**src/hw/rtl/jrsa_pkg.sv**
```systemverilog
`timescale 1ns / 1ps

package jrsa_pkg;

    // Queue of outstanding entries
    localparam int QUEUE_DEPTH = 64;
    localparam int QIDX_W      = $clog2(QUEUE_DEPTH);
    localparam int CNT_W       = $clog2(QUEUE_DEPTH + 1);

    // Region layout
    localparam int HEADER_REGION   = 4096;
    localparam int ENTRY_HDR_BYTES = 32;
    localparam int PAGE_BITS       = 12;

    // Field and datapath widths
    localparam int POS_W   = 41;
    localparam int SEQ_W   = 64;
    localparam int LEN_W   = 32;
    localparam int ALIGN_W = 13;
    localparam int ALOG_W  = 5;
    localparam int FPAD_W  = 12;
    localparam int BPAD_W  = 16;
    localparam int DROP_W  = 7;
    localparam int SIZE_W  = 35;
    localparam int ROOM_W  = 44;

    // Configuration register indexes
    localparam logic [1:0] CFG_RING_SIZE  = 2'd0;
    localparam logic [1:0] CFG_ALIGN_LOG2 = 2'd1;
    localparam logic [1:0] CFG_STALL_FULL = 2'd2;

    typedef enum logic [1:0] {
        ACT_APPEND = 2'd0,
        ACT_COMMIT = 2'd1,
        ACT_START  = 2'd2,
        ACT_NONE   = 2'd3
    } action_t;

    typedef enum logic [1:0] {
        ST_APPENDED = 2'd0,
        ST_REJECTED = 2'd1,
        ST_APPLIED  = 2'd2,
        ST_IGNORED  = 2'd3
    } status_t;

    typedef enum logic [1:0] {
        MODE_NOT_FULL = 2'd0,
        MODE_FULL     = 2'd1,
        MODE_WAIT     = 2'd2
    } mode_t;

    // Controller to datapath
    typedef struct packed {
        logic capture;
        logic size;
        logic decide;
        logic wrap;
        logic cmt_begin;
        logic pop;
        logic cmt_finish;
        logic emit;
    } cmd_t;

    // Datapath to controller
    typedef struct packed {
        logic seq_newer;
        logic pop_ok;
    } dp_sts_t;

    // Result item as held in the output register
    typedef struct packed {
        logic [1:0]        status;
        logic [POS_W-1:0]  entry_pos;
        logic [POS_W-1:0]  entry_size;
        logic [FPAD_W-1:0] front_pad;
        logic [BPAD_W-1:0] back_pad;
        logic              half_crossed;
        logic              header_dirty;
        logic [1:0]        ring_mode;
        logic [POS_W-1:0]  start_pos;
        logic [DROP_W-1:0] dropped;
    } result_t;

endpackage

```
**src/hw/rtl/jrsa_ctrl.sv**
```systemverilog
`timescale 1ns / 1ps

module jrsa_ctrl (
    input  logic              clk,
    input  logic              rst_n,
    input  logic              in_valid,
    output logic              in_ready,
    input  logic [1:0]        in_action,
    output logic              out_valid,
    input  logic              out_ready,
    input  jrsa_pkg::dp_sts_t sts,
    output jrsa_pkg::cmd_t    cmd
);

    typedef enum logic [2:0] {
        S_IDLE,
        S_SIZE,
        S_DECIDE,
        S_WRAP,
        S_CMT_TEST,
        S_CMT_READ,
        S_CMT_CHECK,
        S_EMIT
    } state_t;

    state_t state_reg;
    logic   out_valid_reg;

    assign in_ready  = (state_reg == S_IDLE);
    assign out_valid = out_valid_reg;

    // Decode commands for the datapath
    always_comb
    begin
        cmd = '0;
        unique case (state_reg)
            S_IDLE:      cmd.capture    = in_valid;
            S_SIZE:      cmd.size       = 1'b1;
            S_DECIDE:    cmd.decide     = 1'b1;
            S_WRAP:      cmd.wrap       = 1'b1;
            S_CMT_TEST:  cmd.cmt_begin  = sts.seq_newer;
            S_CMT_READ:  cmd.pop        = 1'b0;
            S_CMT_CHECK:
            begin
                cmd.pop        = sts.pop_ok;
                cmd.cmt_finish = !sts.pop_ok;
            end
            S_EMIT:      cmd.emit       = !out_valid_reg || out_ready;
            default:     cmd            = '0;
        endcase
    end

    // Sequence the item and hold the output valid
    always_ff @(posedge clk or negedge rst_n)
    begin
        if (!rst_n)
        begin
            state_reg     <= S_IDLE;
            out_valid_reg <= 1'b0;
        end
        else
        begin
            // Raise valid on a load, drop it once the result is taken
            if ((state_reg == S_EMIT) && (!out_valid_reg || out_ready))
                out_valid_reg <= 1'b1;
            else if (out_valid_reg && out_ready)
                out_valid_reg <= 1'b0;

            unique case (state_reg)
                S_IDLE:
                begin
                    if (in_valid)
                    begin
                        unique case (jrsa_pkg::action_t'(in_action))
                            jrsa_pkg::ACT_APPEND: state_reg <= S_SIZE;
                            jrsa_pkg::ACT_COMMIT: state_reg <= S_CMT_TEST;
                            jrsa_pkg::ACT_START:  state_reg <= S_EMIT;
                            jrsa_pkg::ACT_NONE:   state_reg <= S_EMIT;
                            default:              state_reg <= S_EMIT;
                        endcase
                    end
                end
                S_SIZE:     state_reg <= S_DECIDE;
                S_DECIDE:   state_reg <= S_WRAP;
                S_WRAP:     state_reg <= S_EMIT;
                S_CMT_TEST: state_reg <= sts.seq_newer ? S_CMT_READ : S_EMIT;
                S_CMT_READ: state_reg <= S_CMT_CHECK;
                S_CMT_CHECK:
                begin
                    state_reg <= sts.pop_ok ? S_CMT_READ : S_EMIT;
                end
                S_EMIT:
                begin
                    if (!out_valid_reg || out_ready)
                        state_reg <= S_IDLE;
                end
                default:    state_reg <= S_IDLE;
            endcase
        end
    end

endmodule

```
**config.mk**
```make
export PLATFORM = sky130hd
export DESIGN_NAME = jrsa_ctrl
export DESIGN_NICKNAME = d
export VERILOG_FILES = /design/src/hw/rtl/jrsa_pkg.sv /design/src/hw/rtl/jrsa_ctrl.sv
export SDC_FILE = /design/constraint.sdc
export NUM_CORES = 1
export LEC_CHECK = 0
export CORE_AREA = 2 2 39 41
export CTS_BUF_LIST = sky130_fd_sc_hd__clkbuf_4
export CTS_CLUSTER_SIZE = 20
export DETAILED_ROUTE_END_ITERATION = 7
export DIE_AREA = 0 0 41 43
export DONT_BUFFER_PORTS = 1
export PLACE_DENSITY_LB_ADDON = 0.25
export SLEW_MARGIN = 30
export SYNTH_ARGS = -nofsm -noshare
export SYNTH_HDL_FRONTEND = slang
export SYNTH_SLANG_ARGS = --single-unit
```
**constraint.sdc**
```tcl
create_clock -name clk -period 1.2 [get_ports clk]
set_input_delay 0.24 -clock clk [delete_from_list [all_inputs] [get_ports clk]]
set_output_delay 0.24 -clock clk [all_outputs]
set_load 0.03 [all_outputs]
```
== Word level (Yosys, flattened, before mapping) ==
Index checks and enable logic that the tools add are counted.
W data, S select, Z words.

* Equality and inequality tests: 12
* Muxes and demuxes: 16
* Reductions and logical operators: 10

{| class="wikitable"
|+ Operators by type and width
! kind !! count
|-
| $pmux W3 S8 || 1
|-
| $eq A3 B3 Y1 const B || 4
|-
| $mux W1 || 10
|-
| $pmux W3 S3 || 1
|-
| $eq A3 B2 Y1 const B || 2
|-
| $mux W3 || 2
|-
| $eq A2 B2 Y1 const B || 2
|-
| $mux W2 || 2
|-
| $eq A3 B1 Y1 const B || 1
|-
| $logic_not A3 Y1 || 1
|-
| $eq A2 B1 Y1 const B || 1
|-
| $logic_and A1 B1 Y1 || 2
|-
| $logic_not A1 Y1 || 2
|-
| $logic_not A2 Y1 || 1
|-
| $ne A2 B1 Y1 const B || 1
|-
| $ne A2 B2 Y1 const B || 1
|-
| $reduce_and A2 Y1 || 1
|-
| $reduce_bool A2 Y1 || 1
|-
| $reduce_or A2 Y1 || 1
|-
| $logic_or A1 B1 Y1 || 1
|}

* Register bits: 4
* Input bits: 8
* Logic and storage cells: 40

== Longest topological paths before layout ==
* Depth after elaboration: 5
* Gate-level depth with buffers: 4
* Gate-level depth less buffers: 3

== Least setup slack after synthesis ==
OpenSTA, ideal clock, no wires.

* Path type: register to output
* Start point: register state_reg[1]
* End point: output port cmd[7] in the netlist's numbering
* Arrival time: 1584 ps
* Required time: 960 ps
* Path slack: -624 ps
* Stages on the path, launching flop included: 4
* Buffers on the path: 1
* Cells stage by stage: dfrtp_1 > buf_6 > nor3_1 > and2_1

{| class="wikitable"
|+ RTL lines
! what !! RTL line !! RTL
|-
| from (decl) || jrsa_ctrl.sv:26 || <nowiki>state_t state_reg;</nowiki>
|-
| from (signal assigned) || jrsa_ctrl.sv:86 || <nowiki>S_CMT_TEST: state_reg <= sts.seq_newer ? S_CMT_READ : S_EMIT;</nowiki>
|-
| from (signal assigned) || jrsa_ctrl.sv:90 || <nowiki>state_reg <= sts.pop_ok ? S_CMT_READ : S_EMIT;</nowiki>
|-
| to (decl) || jrsa_ctrl.sv:12 || <nowiki>output jrsa_pkg::cmd_t cmd</nowiki>
|}

==> results.json <==
{
  "status": "finished with violations",
  "violations": "negative setup slack",
  "grt_use_total_pct": 12.4,
  "final_util_pct": 43.3,
  "synth_top_cell_by_area": "dfrtp_1",
  "grt_pass1_vias": 357,
  "syn_inst": 34,
  "synth-seq-cells": 4,
  "final_cell_mix": "buf_4, buf_6, a21oi_1, clkbuf_4, dfrtp_2",
  "rr_startpoint": "state_reg[2]$_DFFE_PN0P_",
  "drc_errors": 0,
  "grt_pass1_wl_mm": 1.45,
  "grt-ovfl-total": 0,
  "htree_num_levels": 1,
  "io_buffers": 0,
  "cts_sinks": 4,
  "syn_nets": 42,
  "drive_gt1_share_pct": 74.5,
  "setup_viol": 9,
  "synth_top_area_share_pct": 33.1,
  "dp_slack_ps": -61.0,
  "clk_latency_ps": 230,
  "regArea_sq_um": 104,
  "slew_violations": 0,
  "finalHoldViolations": 0,
  "area_delta_synth_final_pct": 97.9,
  "synth.distinct_cells": 20,
  "r2r_end": "state_reg[1]$_DFFE_PN0P_",
  "start_kind": "register",
  "rows": 14,
  "antenna_found_initial": 0,
  "clk_pin_slew_ps": 40,
  "nets": 65,
  "cts_tree": "yes",
  "fin_ws_ps": -218,
  "gp_congestion": 0.761,
  "hold_path.class": "in2reg",
  "start_util_pct": 21.9,
  "rr_worst_depth": 6,
  "endpoint": "cmd[1]",
  "drt_iter0_markers": 0,
  "die_x_microns": 41,
  "cts-root-buf": "clkbuf_4",
  "crit_fanout": 7,
  "core_area_sq_um": 1380,
  "cap_violations": 0,
  "fmax_mhz": 705,
  "synth_area_leaders": "dfrtp_1, buf_6, a21oi_1",
  "cts_buffer_depth": 2,
  "critPathLaunch": "state_reg[0]$_DFFE_PN0P_",
  "powerDensity_nw_per_um2": 2940,
  "period_needed_ps": 1420,
  "multi_input_area_sq_um": 243,
  "avgSynthCellArea_sq_um": 8.91,
  "worstSetupPathType": "reg2out",
  "largest_register_ffs": 3,
  "layout_commonest_cell": "buf_4",
  "fillers": 142,
  "dp_hpwl_microns": 604,
  "via_count": 323,
  "skew_ps": 2.70,
  "grt_max_degree": 8,
  "ant_nets": 0,
  "r2r_slack_ps": 20,
  "fin_crit_sh_pct": 118,
  "peakVddDrop_mv": 1.41,
  "diodes": 0,
  "post_drt_wl_per_cell_microns": 11.7,
  "die-area_sq_um": 1760,
  "seq_area_frac_synth_pct": 33.1,
  "synth_warnings": 0,
  "cp.arrival_ps": 1180,
  "dr.pass1.iters": 1,
  "slew_headroom_pct": 84.5,
  "p_leak_uw": 0.000263,
  "via_per_inst": 4.55,
  "routed_wl_microns": 831,
  "synth_area_sq_um": 303,
  "endpoint_kind": "output port",
  "cts_buffers": 3,
  "tightestPinTransition_ps": 233,
  "cp.required_ps": 960,
  "die_y_microns": 43,
  "rsz0062_at_grt": "yes",
  "ioPinCount": 18
}
## stage by stage
| step | hold slack, ps | power, uW | setup TNS, ps | area (sq um) | cells |
|---|---|---|---|---|---|
| floorplan | -55.6 | 1020 | -329 | 355 | 34 |
| global placement | -55.5 | 1270 | -121 | 459 | 61 |
| CTS | 197 | 1680 | -1890 | 573 | 69 |
| finish | 199 | 1760 | -1710 | 599 | 71 |
| global route | 224 | 1880 | -2180 | 599 | 71 |
| detailed placement | -55.5 | 1280 | -226 | 459 | 61 |
## power breakdown
part	total [uW]	switching [uW]	internal (uW)
clock network	165	53.3	112
logic	1280	636	639
registers	321	106	215
## critical path, cell delays in order (launching register included)
cell and delay [ps]:
dfrtp_2 460, buf_6 150, nor3_4 190, buf_12 140
## per-layer routing
metal  GRT usage [%]  part of all wire [%]  up-vias
met5               0                     0        -
met4            8.00                     0        0
met3            3.14                   5.4        0
met2            19.1                    58       10
met1            14.4                    36      152
li1                -                     -      161
## Yosys cell counts
| master | instances |
|---|---|
| a21oi_1 | 5 |
| dfrtp_1 | 4 |
| buf_6 | 3 |
| nor3b_1 | 3 |
| nand2b_1 | 2 |
| nor2_1 | 2 |
| nor3_1 | 2 |
| a211oi_1 | 1 |
| a211oi_2 | 1 |
| a21o_1 | 1 |
| and2_1 | 1 |
| and2b_1 | 1 |
| and3_1 | 1 |
| and3_2 | 1 |
| inv_1 | 1 |
| nand2_1 | 1 |
| nand3_1 | 1 |
| nor2_4 | 1 |
| o211ai_1 | 1 |
| o21ai_0 | 1 |
## what timing repair did
action / in CTS / in global routing
resized for setup: 16 / 3
endpoints found under the hold margin: 4 / 0
buffers inserted: 4 / 2
pin swaps: 8 / 4
hold buffers: 1 / 0
gates cloned: 0 / 0
setup endpoints to repair: 9 / 12
## worst min path at each step
stage	from	to	slack (ps)	cells past startpoint
finish	in_valid	state_reg[0]$_DFFE_PN0P_	200	2
global route	in_valid	state_reg[2]$_DFFE_PN0P_	220	2
CTS	in_valid	state_reg[0]$_DFFE_PN0P_	200	2
detailed placement	rst_n	out_valid$_DFFE_PN0P_	-60	0
global placement	rst_n	out_valid$_DFFE_PN0P_	-60	0
floorplan	rst_n	out_valid$_DFFE_PN0P_	-60	0
## cell families (layout without fill, tap and decap cells)
family | Yosys count | count (layout) | share of synthesized area (%)
AND/OR/NAND/NOR | 16 | 16 | 33.1
buffers and inverters | 4 | 25 | 12.4
AO/OA/AOI/OAI | 10 | 10 | 21.5
flip-flops | 4 | 4 | 33.1
## layout make-up
class / count / share of cell area [%]
Multi-Input combinational cell: 26 / 40.5
Timing Repair Buffer: 21 / 34.4
Sequential cell: 4 / 17.3
Clock buffer: 3 / 3.76
Tap cell: 16 / 3.34
Inverter: 1 / 0.626
(Power assumes the default switching activity.)
